===== config.mk =====
export PLATFORM = sky130hd
export DESIGN_NAME = two_key_volume_debounce_repeat
export DESIGN_NICKNAME = d
export VERILOG_FILES = /design/src/rtl/tkv_pkg.sv /design/src/rtl/two_key_volume_debounce_repeat.sv /design/src/rtl/tkv_key.sv
export SDC_FILE = /design/constraint.sdc
export NUM_CORES = 1
export LEC_CHECK = 0
export BUFFER_PORTS_ARGS = -buffer_cell sky130_fd_sc_hd__buf_2
export CAP_MARGIN = 20
export CORE_MARGIN = 3
export CORE_UTILIZATION = 30
export CTS_CLUSTER_SIZE = 16
export DETAILED_ROUTE_END_ITERATION = 16
export PLACE_DENSITY = 0.47
export SYNTH_ARGS = -nofsm -noshare
export SYNTH_HDL_FRONTEND = slang
export SYNTH_SLANG_ARGS = --single-unit
export TNS_END_PERCENT = 50

===== constraint.sdc =====
create_clock -name aclk -period 14.1 [get_ports aclk]
set_clock_uncertainty 0.15 [all_clocks]
set_input_delay 2.82 -clock aclk [delete_from_list [all_inputs] [get_ports aclk]]
set_output_delay 2.82 -clock aclk [all_outputs]
set_load 0.05 [all_outputs]

===== src/rtl/tkv_pkg.sv =====
// tkv_pkg: shared types, codes and helpers for the two-key volume control
// used by tkv_key and two_key_volume_debounce_repeat; depends on nothing else
package tkv_pkg;

    // tick timer width and saturation value
    localparam int TIMER_BITS = 8;
    localparam logic [TIMER_BITS-1:0] TIMER_MAX = {TIMER_BITS{1'b1}};
    // width used when comparing timers against the 8-bit tick registers
    localparam int CMP_W = (TIMER_BITS > 8) ? TIMER_BITS : 8;

    // key positions in the port byte, active low
    localparam int DOWN_BIT = 6;
    localparam int UP_BIT   = 4;

    // configuration register indexes
    localparam int CFG_IDX_W = 3;
    localparam logic [CFG_IDX_W-1:0] CFG_DEBOUNCE_SAMPLES = 3'd0;
    localparam logic [CFG_IDX_W-1:0] CFG_LONG_PRESS_TICKS = 3'd1;
    localparam logic [CFG_IDX_W-1:0] CFG_REPEAT_TICKS     = 3'd2;
    localparam logic [CFG_IDX_W-1:0] CFG_VOLUME_STEP      = 3'd3;
    localparam logic [CFG_IDX_W-1:0] CFG_VOLUME_MAX       = 3'd4;
    localparam int CFG_DATA_W = 8;

    // adjust kind codes
    localparam logic [1:0] ADJ_NONE = 2'd0;
    localparam logic [1:0] ADJ_DOWN = 2'd1;
    localparam logic [1:0] ADJ_UP   = 2'd2;

    // volume note codes
    localparam logic [1:0] NOTE_ORDINARY = 2'd0;
    localparam logic [1:0] NOTE_MUTED    = 2'd1;
    localparam logic [1:0] NOTE_AT_MAX   = 2'd2;

    // one poll tick
    typedef struct packed {
        logic [7:0] port_byte;
        logic       read_ok;
        logic [6:0] current_volume;
    } in_item_t;

    // one result
    typedef struct packed {
        logic [1:0] adjust_kind;
        logic [6:0] new_volume;
        logic [1:0] volume_note;
        logic       down_key_held;
        logic       up_key_held;
    } out_item_t;

    // per-key debounce and hold timing state
    typedef struct packed {
        logic                  level;
        logic [3:0]            diff_count;
        logic [TIMER_BITS-1:0] since_press;
        logic [TIMER_BITS-1:0] since_repeat;
    } key_state_t;

    // saturating tick increment
    function automatic logic [TIMER_BITS-1:0] timer_tick(input logic [TIMER_BITS-1:0] t);
        return (t == TIMER_MAX) ? TIMER_MAX : t + {{(TIMER_BITS-1){1'b0}}, 1'b1};
    endfunction

endpackage


===== src/rtl/two_key_volume_debounce_repeat.sv =====
// two_key_volume_debounce_repeat: each input transaction passes through the input register,
// a single combinational step that also updates the key state, and the result register;
// throughput one transaction per cycle while the result side is not stalled
// reset (aresetn low, synchronous) clears both pipeline valid bits, the key state
// and the primed flag, and restores configuration to 2, 23, 6, 5 and 100
// top level; depends on tkv_pkg and tkv_key
module two_key_volume_debounce_repeat (
    input  logic                                aclk,
    input  logic                                aresetn,
    // input channel
    input  logic                                s_valid,
    output logic                                s_ready,
    input  tkv_pkg::in_item_t                   s_data,
    // result channel
    output logic                                m_valid,
    input  logic                                m_ready,
    output tkv_pkg::out_item_t                  m_data,
    // configuration channel
    input  logic                                cfg_valid,
    output logic                                cfg_ready,
    input  logic [tkv_pkg::CFG_IDX_W-1:0]       cfg_index,
    input  logic [tkv_pkg::CFG_DATA_W-1:0]      cfg_wdata
);

    // configuration registers
    logic [3:0] debounce_samples_reg;
    logic [7:0] long_press_ticks_reg;
    logic [7:0] repeat_ticks_reg;
    logic [6:0] volume_step_reg;
    logic [6:0] volume_max_reg;

    // pipeline registers
    logic               in_valid_reg;
    tkv_pkg::in_item_t  in_data_reg;
    logic               out_valid_reg;
    tkv_pkg::out_item_t out_data_reg;
    tkv_pkg::out_item_t out_data_next;

    // key state
    logic                primed_reg;
    logic                primed_next;
    tkv_pkg::key_state_t down_reg;
    tkv_pkg::key_state_t up_reg;
    tkv_pkg::key_state_t down_key;
    tkv_pkg::key_state_t up_key;
    tkv_pkg::key_state_t down_next;
    tkv_pkg::key_state_t up_next;

    logic       advance;
    logic       step_en;
    logic [3:0] need;
    logic       down_press;
    logic       up_press;
    logic       down_due;
    logic       up_due;
    logic [1:0] kind;
    logic [6:0] vol_clamped;
    logic [6:0] vol_dec;
    logic [7:0] vol_sum;
    logic [6:0] vol_inc;
    logic [6:0] vol_final;
    logic [1:0] note;

    // handshake: result register frees up when taken, input register feeds it
    assign advance   = !out_valid_reg || m_ready;
    assign s_ready   = !in_valid_reg || advance;
    assign step_en   = advance && in_valid_reg;
    assign m_valid   = out_valid_reg;
    assign m_data    = out_data_reg;
    assign cfg_ready = 1'b1;

    // debounce of zero behaves as one
    assign need = (debounce_samples_reg == 4'd0) ? 4'd1 : debounce_samples_reg;

    // per-key debounce
    tkv_key u_down_key (
        .primed  (primed_reg),
        .read_ok (in_data_reg.read_ok),
        .sample  (in_data_reg.port_byte[tkv_pkg::DOWN_BIT]),
        .need    (need),
        .cur     (down_reg),
        .nxt     (down_key),
        .press   (down_press)
    );

    tkv_key u_up_key (
        .primed  (primed_reg),
        .read_ok (in_data_reg.read_ok),
        .sample  (in_data_reg.port_byte[tkv_pkg::UP_BIT]),
        .need    (need),
        .cur     (up_reg),
        .nxt     (up_key),
        .press   (up_press)
    );

    assign primed_next = primed_reg || in_data_reg.read_ok;

    // auto repeat due checks
    assign down_due = (tkv_pkg::CMP_W'(down_key.since_press) >=
                       tkv_pkg::CMP_W'(long_press_ticks_reg)) &&
                      (tkv_pkg::CMP_W'(down_key.since_repeat) >=
                       tkv_pkg::CMP_W'(repeat_ticks_reg));
    assign up_due   = (tkv_pkg::CMP_W'(up_key.since_press) >=
                       tkv_pkg::CMP_W'(long_press_ticks_reg)) &&
                      (tkv_pkg::CMP_W'(up_key.since_repeat) >=
                       tkv_pkg::CMP_W'(repeat_ticks_reg));

    // step selection: press down, press up, then repeat down, repeat up
    always_comb begin
        kind      = tkv_pkg::ADJ_NONE;
        down_next = down_key;
        up_next   = up_key;
        priority if (down_press && up_reg.level) begin
            kind = tkv_pkg::ADJ_DOWN;
        end else if (up_press && down_key.level) begin
            kind = tkv_pkg::ADJ_UP;
        end else if (primed_reg && in_data_reg.read_ok && !down_key.level &&
                     up_key.level && down_due) begin
            kind                   = tkv_pkg::ADJ_DOWN;
            down_next.since_repeat = '0;
        end else if (primed_reg && in_data_reg.read_ok && !up_key.level &&
                     down_key.level && up_due) begin
            kind                 = tkv_pkg::ADJ_UP;
            up_next.since_repeat = '0;
        end else begin
            kind = tkv_pkg::ADJ_NONE;
        end
    end

    // volume arithmetic with saturation
    assign vol_clamped = (in_data_reg.current_volume > volume_max_reg) ?
                         volume_max_reg : in_data_reg.current_volume;
    assign vol_dec     = (vol_clamped > volume_step_reg) ?
                         vol_clamped - volume_step_reg : 7'd0;
    assign vol_sum     = {1'b0, vol_clamped} + {1'b0, volume_step_reg};
    assign vol_inc     = (vol_sum > {1'b0, volume_max_reg}) ? volume_max_reg : vol_sum[6:0];

    always_comb begin
        unique case (kind)
            tkv_pkg::ADJ_DOWN: vol_final = vol_dec;
            tkv_pkg::ADJ_UP:   vol_final = vol_inc;
            default:           vol_final = vol_clamped;
        endcase
    end

    // note only after a step
    always_comb begin
        priority if (kind == tkv_pkg::ADJ_NONE) begin
            note = tkv_pkg::NOTE_ORDINARY;
        end else if (vol_final == 7'd0) begin
            note = tkv_pkg::NOTE_MUTED;
        end else if (vol_final == volume_max_reg) begin
            note = tkv_pkg::NOTE_AT_MAX;
        end else begin
            note = tkv_pkg::NOTE_ORDINARY;
        end
    end

    always_comb begin
        out_data_next.adjust_kind   = kind;
        out_data_next.new_volume    = vol_final;
        out_data_next.volume_note   = note;
        out_data_next.down_key_held = !down_next.level;
        out_data_next.up_key_held   = !up_next.level;
    end

    // configuration writes
    always_ff @(posedge aclk) begin
        if (!aresetn) begin
            debounce_samples_reg <= 4'd2;
            long_press_ticks_reg <= 8'd23;
            repeat_ticks_reg     <= 8'd6;
            volume_step_reg      <= 7'd5;
            volume_max_reg       <= 7'd100;
        end else if (cfg_valid && cfg_ready) begin
            unique case (cfg_index)
                tkv_pkg::CFG_DEBOUNCE_SAMPLES: debounce_samples_reg <= cfg_wdata[3:0];
                tkv_pkg::CFG_LONG_PRESS_TICKS: long_press_ticks_reg <= cfg_wdata[7:0];
                tkv_pkg::CFG_REPEAT_TICKS:     repeat_ticks_reg     <= cfg_wdata[7:0];
                tkv_pkg::CFG_VOLUME_STEP:      volume_step_reg      <= cfg_wdata[6:0];
                tkv_pkg::CFG_VOLUME_MAX:       volume_max_reg       <= cfg_wdata[6:0];
                default: ;
            endcase
        end
    end

    // input register
    always_ff @(posedge aclk) begin
        if (!aresetn) begin
            in_valid_reg <= 1'b0;
        end else if (s_ready) begin
            in_valid_reg <= s_valid;
        end
    end

    always_ff @(posedge aclk) begin
        if (s_valid && s_ready) begin
            in_data_reg <= s_data;
        end
    end

    // result register
    always_ff @(posedge aclk) begin
        if (!aresetn) begin
            out_valid_reg <= 1'b0;
        end else if (advance) begin
            out_valid_reg <= in_valid_reg;
        end
    end

    always_ff @(posedge aclk) begin
        if (step_en) begin
            out_data_reg <= out_data_next;
        end
    end

    // key state update, one tick per transaction
    always_ff @(posedge aclk) begin
        if (!aresetn) begin
            primed_reg <= 1'b0;
            down_reg   <= '{level: 1'b1, diff_count: 4'd0, since_press: '0, since_repeat: '0};
            up_reg     <= '{level: 1'b1, diff_count: 4'd0, since_press: '0, since_repeat: '0};
        end else if (step_en) begin
            primed_reg <= primed_next;
            down_reg   <= down_next;
            up_reg     <= up_next;
        end
    end

endmodule


===== src/rtl/tkv_key.sv =====
// tkv_key: debounce and hold timers for one active-low key, one tick per call
// depends on tkv_pkg
module tkv_key (
    input  logic               primed,
    input  logic               read_ok,
    input  logic               sample,
    input  logic [3:0]         need,
    input  tkv_pkg::key_state_t cur,
    output tkv_pkg::key_state_t nxt,
    output logic               press
);

    logic [3:0] cnt_inc;

    // saturating diff count
    assign cnt_inc = (cur.diff_count == 4'hF) ? 4'hF : cur.diff_count + 4'd1;

    // next key state for this tick
    always_comb begin
        nxt   = cur;
        press = 1'b0;
        if (!primed) begin
            if (read_ok) begin
                nxt.level        = sample;
                nxt.diff_count   = 4'd0;
                nxt.since_press  = '0;
                nxt.since_repeat = '0;
            end
        end else begin
            nxt.since_press  = tkv_pkg::timer_tick(cur.since_press);
            nxt.since_repeat = tkv_pkg::timer_tick(cur.since_repeat);
            if (read_ok) begin
                if (sample == cur.level) begin
                    nxt.diff_count = 4'd0;
                end else if (cnt_inc >= need) begin
                    nxt.level      = sample;
                    nxt.diff_count = 4'd0;
                    press          = !sample;
                end else begin
                    nxt.diff_count = cnt_inc;
                end
                // a confirmed press restarts the hold timing
                if (press) begin
                    nxt.since_press  = '0;
                    nxt.since_repeat = '0;
                end
            end
        end
    end

endmodule


Word-level counts from Yosys, hierarchy flattened
Cells that the tools add are included.
Storage, ports and cells
  word-level logic and storage cells: 142
  register bits after elaboration: 107
  output and inout port bits: 16
  input bits: 32
Cells by class
  reductions and logical operators: 33
  add/sub/neg operators: 8
  magnitude comparators: 9
  eq/ne operators: 15
  muxes and demuxes: 52
Operators by type and width (count)
  $mux W21: 6
  $mux W8: 11
  $add A8 B1 Y8 const B: 4
  $eq A8 B8 Y1 const B: 4
  $ge A8 B8 Y1: 4
  $mux W16: 2
  $mux W4: 7
  $mux W7: 3
  $mux W1: 17
  $gt A7 B7 Y1: 2
  $pmux W7 S2: 1
  $logic_and A1 B1 Y1: 13
  $reduce_and A2 Y1: 6
  $mux W2: 5
  $add A4 B1 Y4 const B: 2
  $add A7 B7 Y8: 1
  $eq A4 B4 Y1 const B: 2
  $ge A4 B4 Y1: 2
  $gt A8 B7 Y1: 1
  $eq A7 B7 Y1: 1
  $logic_not A7 Y1: 1
  $sub A7 B7 Y7: 1
  $eq A3 B2 Y1 const B: 2
  $logic_not A1 Y1: 6
  other kinds (10): 13

Depth between registers and ports, before layout
Gate-level depths: netlist of the first run.
  depth in word-level cells: 23
  gate-level depth with buffers: 32
  mapped depth without buffers: 30

By module
From an unflattened synthesis of the first run, not the netlist that was laid out.
Second synthesis, totals
  cells, all modules: 949
  area, all modules: 7895.1 µm²
Modules (own cells, without submodules)
  two_key_volume_debounce_repeat: instances 1, cells each 715, area each 6236.0 µm², seq. area each 2272.2 µm²
  tkv_key: instances 2, cells each 117, area each 829.5 µm², seq. area each 0.0 µm²

Worst setup path before layout of the first run
No wires, ideal clock.
  path kind: input-to-output
  start point: in m_ready
  end point: out s_ready
  path buffers: 0
  path slack: 7.804 ns
  data arrival time: 3.326 ns
  stages: 2
  cells stage by stage: nor2b_1 -> nand2_1
Between the ends
  cells in the longest elaborated chain, start to end: 2
RTL lines
  from (decl): line two_key_volume_debounce_repeat.sv:16  | input logic m_ready,
  $logic_or A1 B1 Y1: line two_key_volume_debounce_repeat.sv:65  | assign advance = !out_valid_reg || m_ready;
  $logic_or A1 B1 Y1: line two_key_volume_debounce_repeat.sv:66  | assign s_ready = !in_valid_reg || advance;
  to (decl): line two_key_volume_debounce_repeat.sv:12  | output logic s_ready,
Every way passes these cells.

==> results of run 1 <==
==> metal layers <==
layer / wire (µm) / track usage / up-vias
li1: - / - / 3284
met1: 9900 / 0.218 / 2993
met2: 8920 / 0.250 / 136
met3: 890 / 0.0292 / 21
met4: 287 / 0.0419 / 4
met5: 23 / 0 / -
==> where the power goes <==
group	total (µW)	switching [µW]	internal, µW	leakage [µW]
registers	316	8.09	308	0.000861
logic	146	92.8	53.1	0.00240
clock network	268	126	142	0.000155
total	731	227	504	0.00341
==> cell families (layout without fill, tap and decap cells) <==
logic type      Yosys count  count (layout)  share of synthesized area
flops                   102             102                      0.310
fa+ha+maj                81              81                      0.139
mux                      11              11                     0.0164
xor+xnor                 11              11                     0.0131
simple gates            308             308                      0.212
compound gates          274             274                      0.250
buf+inv                 109             133                     0.0589
other cells               1               1                   0.000511
==> worst max-delay path, delay by kind of cell, from the launching register on <==
kind                       cells  cell delay (ns)
and+or+nand+nor                8             2.18
AOI/OAI and AO/OA              8             2.48
xor gates and xnor gates       1             0.22
muxes                          1             0.35
adders and majority gates      4             1.25
DFF                            1             0.42
buffers and inverters          1             0.20
==> cell usage after synthesis (all sizes together) (4+ instances only) <==
cell	instances	area share
a21boi	26	0.027
a21o	14	0.014
a21oi	49	0.033
a221oi	4	0.0048
a22o	14	0.017
a22oi	13	0.013
a31oi	13	0.011
and2	9	0.0077
and3	25	0.021
buf	7	0.0067
clkbuf	30	0.015
dfxtp	79	0.22
edfxtp	23	0.094
ha	76	0.13
inv	72	0.037
mux2	5	0.0082
mux2i	6	0.0082
nand2	112	0.057
nand2b	14	0.013
nand3	36	0.025
nand3b	5	0.0051
nand4	8	0.0068
nor2	39	0.020
nor2b	21	0.018
nor3	12	0.010
nor3b	6	0.0061
o211a	6	0.0082
o211ai	16	0.016
o21a	11	0.011
o21ai	65	0.044
o31ai	8	0.0082
or3	7	0.0060
xnor2	9	0.011
==> cell usage in the layout (no fill, tap or decap), types with 4 or more instances in the layout <==
master,instances
a31oi_1,13
o31ai_1,7
edfxtp_1,23
nor2_1,39
a221oi_1,4
o21ai_0,63
and3_1,25
nand2b_1,13
o21a_1,11
dfxtp_1,79
ha_1,76
a21oi_1,49
a21boi_0,26
a22o_1,14
nand3b_1,5
and2_1,8
a21o_1,14
buf_4,5
o211a_1,6
mux2_2,4
o211ai_1,16
inv_1,71
clkbuf_16,9
xnor2_1,9
nand2_1,112
mux2i_1,6
nor3_1,9
nor2b_1,21
nor3b_1,6
buf_2,40
nand4_1,8
or3_1,7
nand3_1,36
a22oi_1,13
==> worst paths after layout <==
kind,slack [ns],depth (start not counted),endpoint,startpoint
min reg2reg,0.32,2,repeat_ticks_reg[4],repeat_ticks_reg[4]
min,0.32,2,repeat_ticks_reg[4],repeat_ticks_reg[4]
max,6.68,23,m_data[2],volume_max_reg[5]
max reg2reg,6.68,23,m_data[2],volume_max_reg[5]
==> through the flow <==
step	cell area (µm²)	util
6_report	8130	0.342
5_1_grt	8130	0.342
4_1_cts	8130	0.342
3_5_place_dp	7810	0.329
3_3_place_gp	7810	0.329
2_1_floorplan	7330	-
==> final cells by class <==
cell class | count | area [µm²] | area share
sequential | 102 | 2270 | 0.279
multi-input combinational | 686 | 4630 | 0.570
clock inverter | 7 | 92.6 | 0.0114
tap | 319 | 399 | 0.0491
inverter | 72 | 270 | 0.0332
clock buffer | 9 | 225 | 0.0277
timing repair buffer | 45 | 238 | 0.0292
==> summary.txt, run 1 <==
Outcome
  – Status: complete, no violations

STA
  – Setup TNS: 0 ns
  – Worst-margin pin slew: 0.918 ns
  – Hold WS: 0.319 ns
  – Final period utilization: 0.526
  – Final Max Slew Viols: 0
  – Fmax: 135 MHz
  – Endpoints failing setup: 0
  – Final WS setup: 6.68 ns
  – Final Hold Fails: 0
  – Post-layout minimum cycle time: 7.42 ns
  – Relative slew slack: 0.379
  – RSZ-0062 raised after global routing: false

Critical path
  – Critical path endpoint category: flop
  – CP max stage delay: 0.74 ns
  – Critical Path RT: 14.14 ns
  – Worst-path cell chain: inv_1 -> ha_1 -> a2111oi_0 -> a22o_1 -> nor2_1 -> o21ai_1 -> ha_1 -> fa_1 -> nand2b_1 -> a221oi_1 -> o21ai_0 -> nand2b_1 -> xnor2_1 -> ha_1 -> and3_1 -> a221oi_1 -> a21oi_1 -> nor3_2 -> mux2_4 -> a311o_1 -> or2_1 -> or4_4 -> nor3_2
  – Worst path most repeated cell: ha_1
  – Startpoint Class: flop
  – WP data arrival: 7.46 ns
  – Slowest cell on crit path: nor3_2
  – Critical path class: reg2reg
  – Worst Path Max Fanout: 13

Floorplanning
  – IO Count: 48
  – Starting density of the core: 0.309
  – Die ar.: 26400 µm²
  – Num rows: 56
  – Die Ht: 162 µm
  – Core Box Area: 23800 µm²
  – Die W: 162 µm

Route
  – Via count: 6438
  – DR iter-0 viols: 370
  – Detailed-route wire length per cell: 16.1 µm
  – Total routed wirelength: 20000 µm
  – Antenna viol nets, final: 0
  – Vias per inst: 5.19
  – Router iterations before antenna repair: 5
  – Post-detailed-route DRC marker count: 0

Clock network
  – H-tree depth: 3
  – CTS tree: done
  – Post-CTS setup buffers: 0
  – # clock sinks: 102
  – Post-cts resize count: 0
  – Clock Tree Buf Depth: 2
  – Clock Latency Late Sink: 0.36 ns
  – TritonCTS Buffers: 9
  – CTS root buf: clkbuf_16
  – Post-CTS Hold Buffers: 0
  – Clk pin slew, worst setup/hold paths: 0.08 ns

Power and ir drop
  – Overall Power: 731 µW
  – Pwr/cell area: 89.9 nW/µm²
  – P_leak: 0.00341 µW
  – Peak VDD IR: 45.2 µV

Place
  – GP Congestion: 0.859
  – Port bufs: 40
  – Placed Cells: 1224
  – Pre-CTS setup slack: 6.78 ns
  – HPWL after detailed placement: 15100 µm

Yosys
  – Synthesis Warnings: 0
  – Synthesized area: 7330 µm²
  – Post-synth ARST share: 0
  – Yosys cell types: 75
  – Number of enable flip-flop cells after synthesis: 23
  – Syn Area/Cell: 8.18 µm²
  – Seq/Total Area, Yosys: 0.310
  – Synth Net Count: 1007
  – Post-synthesis cell count: 897
  – Top_reg_cell synth: dfxtp_1
  – FF+latch count, synth: 102

Layout
  – Layout cells sized above 1: 0.0869
  – Final cell count without fillers: 1240
  – Fin nets: 1026
  – Fill cells: 2473
  – Ant. Diodes: 0
  – Layout area overhead: 10.9%

Global route
  – First-pass GRT wire length: 33000 µm
  – Largest net degree at the start of global routing: 66
  – Total global routing overflow: 0
  – Vias in the first global route: 6257
  – Initial antenna violation count: 2
  – Gr usage total: 0.157

Flow run
  – Max_cap viols: 0

Min path
  – HP Class: reg2reg
(Power assumes the default switching activity.)
==> run 2, diff against run 1 <==
PLACE_DENSITY = 0.49   (was 0.47)
clock period = 6 ns   (was 14.1 ns; I/O delays follow)
==> run 2 against run 1 <==
The run now ends with setup timing left. Non-clock buffer count grew 192. Via count grew 12%. Largest cell class unchanged. Highest routed layer unchanged. Hold slack is essentially flat. Sequential share of layout area shrank 5.1 points. Critical path depth grew 9. Cell count grew 15%.
==> summary.txt, run 2 (synthesis results as in run 1) <==
Power and ir drop
  – Peak VDD IR: 146 µV (was 45.2 µV)
  – Switching power: 568 µW (was 227 µW)
  – Pwr/cell area: 181 nW/µm² (was 89.9 nW/µm²)
  – P_leak: 0.00437 µW (was 0.00341 µW)
  – Internal power: 1240 µW (was 504 µW)
  – Comb pwr share: 0.248 (was 0.200)
  – Clock share of power: 0.341 (was 0.367)
  – Switching part of the total: 0.315 (was 0.311)
  – Part of the power in registers: 0.411 (was 0.433)

Floorplanning
  – Die W: 162 µm (unchanged)
  – Starting density of the core: 0.309 (unchanged)
  – Die ar.: 26400 µm² (unchanged)
  – Die Ht: 162 µm (unchanged)
  – Num rows: 56 (unchanged)
  – IO Count: 48 (unchanged)
  – Core Box Area: 23800 µm² (unchanged)

Clock network
  – CTS tree: done (unchanged)
  – Clk pin slew, worst setup/hold paths: 0.08 ns (about the same)
  – TritonCTS Buffers: 9 (unchanged)
  – CTS root buf: clkbuf_16 (unchanged)
  – # clock sinks: 102 (unchanged)
  – Clock Tree Buf Depth: 2 (unchanged)
  – Clock Latency Late Sink: 0.36 ns (about the same)
  – Post-CTS Hold Buffers: 0 (unchanged)
  – H-tree depth: 3 (unchanged)

Global route
  – Vias in the first global route: 6902 (was 6257)
  – Initial antenna violation count: 2 (unchanged)
  – Total global routing overflow: 0 (unchanged)
  – Gr usage total: 0.171 (was 0.157)
  – First-pass GRT wire length: 36100 µm (was 33000 µm)
  – Largest net degree at the start of global routing: 66 (unchanged)

Critical path
  – Critical path class: reg2reg (unchanged)
  – WP data arrival: 6.11 ns (was 7.46 ns)
  – Critical path endpoint category: flop (unchanged)
  – Worst Path Max Fanout: 6 (was 13)
  – CP max stage delay: 0.55 ns (was 0.74 ns)
  – Critical Path RT: 6.06 ns (was 14.14 ns)
  – Startpoint Class: flop (unchanged)
  – Slowest cell on crit path: or4_4 (was nor3_2)

STA
  – Fmax: 165 MHz (was 135 MHz)
  – Final Max Slew Viols: 0 (unchanged)
  – RSZ-0062 raised after global routing: true (was false)
  – Relative slew slack: 0.412 (was 0.379)
  – Setup TNS: -0.0520 ns (was 0 ns)
  – Endpoints failing setup: 1 (was 0)
  – Final WS setup: -0.0520 ns (was 6.68 ns)
  – Worst-margin pin slew: 0.869 ns (was 0.918 ns)
  – Post-layout minimum cycle time: 6.05 ns (was 7.42 ns)
  – Final period utilization: 1.01 (was 0.526)
  – Final Hold Fails: 0 (unchanged)
  – Hold WS: 0.320 ns (was 0.319 ns)

Layout
  – Fin nets: 1218 (was 1026)
  – Most frequent cells in the layout: 182 x buf_4, 111 x nand2_1, 76 x dfxtp_1 (was 112 x nand2_1, 79 x dfxtp_1, 76 x ha_1)
  – Core Util, Final: 0.419 (was 0.342)
  – FF/Latch Area: 2280 µm² (was 2270 µm²)
  – Ant. Diodes: 0 (unchanged)
  – Fill cells: 2378 (was 2473)
  – Commonest non-fill, non-tap cell in the layout: buf_4 (was nand2_1)
  – Layout area overhead: 35.6% (was 10.9%)
  – Multi-input gate area in the final layout: 4940 µm² (was 4630 µm²)
  – Layout cells sized above 1: 0.295 (was 0.0869)

Place
  – Port bufs: 40 (unchanged)
  – Pre-CTS setup slack: -0.467 ns (was 6.78 ns)
  – GP Congestion: 0.835 (was 0.859)
  – HPWL after detailed placement: 16300 µm (was 15100 µm)

Outcome
  – Status: complete, but fails checks (was complete, no violations)
  – Failing checks: setup timing

Route
  – Total routed wirelength: 22800 µm (was 20000 µm)
  – Detailed-route wire length per cell: 15.9 µm (was 16.1 µm)
  – Via count: 7200 (was 6438)
  – Router iterations before antenna repair: 5 (unchanged)
  – DR iter-0 viols: 410 (was 370)
  – Antenna viol nets, final: 0 (unchanged)
  – Post-detailed-route DRC marker count: 0 (unchanged)
  – Vias per inst: 5.03 (was 5.19)

Min path
  – HP Class: reg2reg (unchanged)

Flow run
  – Max_cap viols: 0 (unchanged)
run 2: cell count changes in the layout (fill, tap and decap cells not counted), sizes merged:
cell	before	now
clkinvlp	0	1
buf	45	237
clkbuf	9	10
clkinv	4	3
bufinv	1	0
run 2: area by class of cell:
cell class              count  share of cell area
clock buffers              10              0.0252
repair buffers            237               0.176
inverters                  72              0.0277
clock inverters             6             0.00516
well taps                 319              0.0401
multi-input cells         686               0.497
flip-flops and latches    102               0.229
run 2: timing repair:
action	in CTS	in global routing
pin swaps	21	40
gates cloned	1	0
hold endpoints to repair	0	0
resized for setup	45	56
buffers inserted	65	7
endpoints found under the setup margin	2	6
run 2: final timing paths:
| kind | from | to | slack (ns) | cells past startpoint |
|---|---|---|---|---|
| setup / recovery | up_reg[16] | m_data[2] | -0.05 | 32 |
| hold / removal | repeat_ticks_reg[3] | repeat_ticks_reg[3] | 0.32 | 2 |
| setup reg to reg | up_reg[16] | m_data[2] | -0.05 | 32 |
| hold reg to reg | repeat_ticks_reg[3] | repeat_ticks_reg[3] | 0.32 | 2 |
run 2: power groups by stage:
stage | clock network [µW] | registers, µW | logic [µW]
floorplan | 0 | 771 | 238
global placement | 0 | 757 | 417
detailed placement | 0 | 757 | 418
CTS | 633 | 742 | 429
finish | 614 | 742 | 447
global route | 664 | 745 | 491
run 2: worst max-delay path: cells and delay by family (launching register included):
| family | cells | cell delay (ns) |
|---|---|---|
| AOI/OAI and AO/OA | 11 | 1.81 |
| and+or+nand+nor | 11 | 1.78 |
| adders and majority gates | 5 | 1.20 |
| buffers and inverters | 5 | 0.59 |
| DFF | 1 | 0.36 |
run 2: through the flow:
step           total power [µW]  instances  instance area, µm²
2_1_floorplan              1010        897                7330
3_3_place_gp               1170       1347                8760
3_5_place_dp               1180       1347                8760
4_1_cts                    1800       1429                9710
5_1_grt                    1900       1432                9950
6_report                   1800       1432                9950
run 2: per-layer routing:
metal	vias up	share of wire	track usage	wire [µm]
met5	-	0.0014	0	31
met4	4	0.023	0.0508	525
met3	38	0.038	0.0376	857
met2	163	0.47	0.282	10600
met1	3326	0.47	0.224	10800
li1	3669	-	-	-
==> run 3, diff against run 2 <==
PLACE_DENSITY = 0.47   (was 0.49)
clock period = 7.66 ns   (was 6 ns; I/O delays follow)
==> run 3 against run 2 <==
The run now ends clean. Wire length is 11% lower. Hold slack worse by 0.0021 ns. Sequential power is 22% lower. First-iteration DRC count is 4.4% higher. Non-clock buffer count is 187 lower. Clock power is 18% lower. Final area is 18% lower. Fmax is 13% lower. Critical path depth is 2 lower. Largest cell class unchanged.
==> summary.txt, run 3 (synthesis results as in run 1) <==
Layout
  – Commonest non-fill, non-tap cell in the layout: nand2_1 (was buf_4)
  – Fin nets: 1031 (was 1218)
  – Final instance area: 8170 µm² (was 9950 µm²)
  – Most frequent cells in the layout: 112 x nand2_1, 79 x dfxtp_1, 76 x ha_1 (was 182 x buf_4, 111 x nand2_1, 76 x dfxtp_1)
  – Layout cells sized above 1: 0.0918 (was 0.295)
  – Ant. Diodes: 0 (unchanged)
  – Layout area overhead: 11.4% (was 35.6%)

Clock network
  – Clock Tree Buf Depth: 2 (unchanged)
  – TritonCTS Buffers: 9 (unchanged)
  – Post-CTS setup buffers: 0 (was 65)
  – H-tree depth: 3 (unchanged)
  – Clk pin slew, worst setup/hold paths: 0.08 ns (about the same)
  – Post-cts resize count: 0 (was 45)
  – CTS tree: done (unchanged)
  – CTS root buf: clkbuf_16 (unchanged)
  – Post-CTS Hold Buffers: 0 (unchanged)
  – # clock sinks: 102 (unchanged)
  – Clock Latency Late Sink: 0.36 ns (about the same)

Route
  – Vias per inst: 5.16 (was 5.03)
  – Router iterations before antenna repair: 5 (unchanged)
  – DR iter-0 viols: 428 (was 410)
  – Via count: 6429 (was 7200)
  – Total routed wirelength: 20200 µm (was 22800 µm)
  – Post-detailed-route DRC marker count: 0 (unchanged)
  – Detailed-route wire length per cell: 16.2 µm (was 15.9 µm)
  – Antenna viol nets, final: 0 (unchanged)

Global route
  – First-pass GRT wire length: 33200 µm (was 36100 µm)
  – Vias in the first global route: 6223 (was 6902)
  – Gr usage total: 0.157 (was 0.171)
  – Total global routing overflow: 0 (unchanged)
  – Largest net degree at the start of global routing: 66 (unchanged)
  – Initial antenna violation count: 2 (unchanged)

Min path
  – HP Class: reg2reg (unchanged)

Floorplanning
  – Die Ht: 162 µm (unchanged)
  – IO Count: 48 (unchanged)
  – Die ar.: 26400 µm² (unchanged)
  – Die W: 162 µm (unchanged)
  – Starting density of the core: 0.309 (unchanged)
  – Core Box Area: 23800 µm² (unchanged)
  – Num rows: 56 (unchanged)

Critical path
  – Critical path endpoint category: flop (unchanged)
  – Worst Path Max Fanout: 22 (was 6)
  – Critical Path RT: 7.71 ns (was 6.06 ns)
  – Slowest cell on crit path: or4_4 (unchanged)
  – Startpoint Class: flop (unchanged)
  – Critical path class: reg2reg (unchanged)
  – WP data arrival: 6.98 ns (was 6.11 ns)
  – CP max stage delay: 0.48 ns (was 0.55 ns)

STA
  – Fmax: 144 MHz (was 165 MHz)
  – Worst-margin pin slew: 0.912 ns (was 0.869 ns)
  – Relative slew slack: 0.384 (was 0.412)
  – RSZ-0062 raised after global routing: false (was true)
  – Setup TNS: 0 ns (was -0.0520 ns)
  – Endpoints failing setup: 0 (was 1)
  – Post-layout minimum cycle time: 6.93 ns (was 6.05 ns)
  – Final Hold Fails: 0 (unchanged)
  – Hold WS: 0.318 ns (was 0.320 ns)
  – Final period utilization: 0.905 (was 1.01)
  – Final Max Slew Viols: 0 (unchanged)

Flow run
  – Max_cap viols: 0 (unchanged)

Outcome
  – Status: complete, no violations (was complete, but fails checks)

Place
  – Dpl cell area: 7850 µm² (was 8760 µm²)
  – HPWL after detailed placement: 15400 µm (was 16300 µm)
  – Port bufs: 40 (unchanged)
  – GP Congestion: 0.849 (was 0.835)

Power and ir drop
  – Pwr/cell area: 166 nW/µm² (was 181 nW/µm²)
  – Peak VDD IR: 104 µV (was 146 µV)
  – P_leak: 0.00344 µW (was 0.00437 µW)
==> run 3: changes by cell type in the layout (fill, tap and decap cells not counted), sizes merged <==
cell    before  now
bufinv       0    1
inv         74   75
clkbuf      10    9
buf        237   50
clkinv       3    2
==> run 3: critical path, delay by kind of cell (launching register included) <==
family	cells	cell delay [ns]
buffers and inverters	3	0.44
adders and majority gates	5	1.53
DFF	1	0.38
and+or+nand+nor	11	2.13
AOI/OAI and AO/OA	11	2.11
==> run 3: area by class of cell <==
type,instances,area [µm²]
sequential,102,2270
tap,319,399
timing repair buffer,50,275
inverter,72,270
fill,2501,15600
clock inverter,7,91.3
clock buffer,9,225
multi-input combinational,686,4630
==> run 3: final timing paths <==
path,startpoint,end,depth (start not counted),slack [ns]
hold reg to reg,repeat_ticks_reg[7],repeat_ticks_reg[7],2,0.32
setup reg to reg,up_reg[16],m_data[2],30,0.73
hold / removal,repeat_ticks_reg[7],repeat_ticks_reg[7],2,0.32
setup / recovery,up_reg[16],m_data[2],30,0.73
==> run 3: layer usage <==
| metal | part of all wire | routed length, µm | vias to the layer above | GRT usage |
|---|---|---|---|---|
| met5 | 0.0014 | 28 | - | 0 |
| met4 | 0.017 | 341 | 4 | 0.0415 |
| met3 | 0.036 | 720 | 25 | 0.0277 |
| met2 | 0.45 | 9010 | 105 | 0.253 |
| met1 | 0.50 | 10100 | 2991 | 0.218 |
| li1 | - | - | 3304 | - |
==> run 3: metrics by stage <==
stage,std cells,total power (µW),util,setup slack [ns]
after floorplan,897,790,-,1.60
after detailed placement,1229,867,0.331,0.767
after global routing,1245,1430,0.344,0.238
after CTS,1245,1370,0.344,0.716
after global placement,1229,868,0.331,0.761
final,1245,1360,0.344,0.727
==> run 3: report_power, final <==
part	internal (µW)	switching [µW]	total, µW
logic	101	173	274
registers	568	14.3	582
clock network	262	240	502
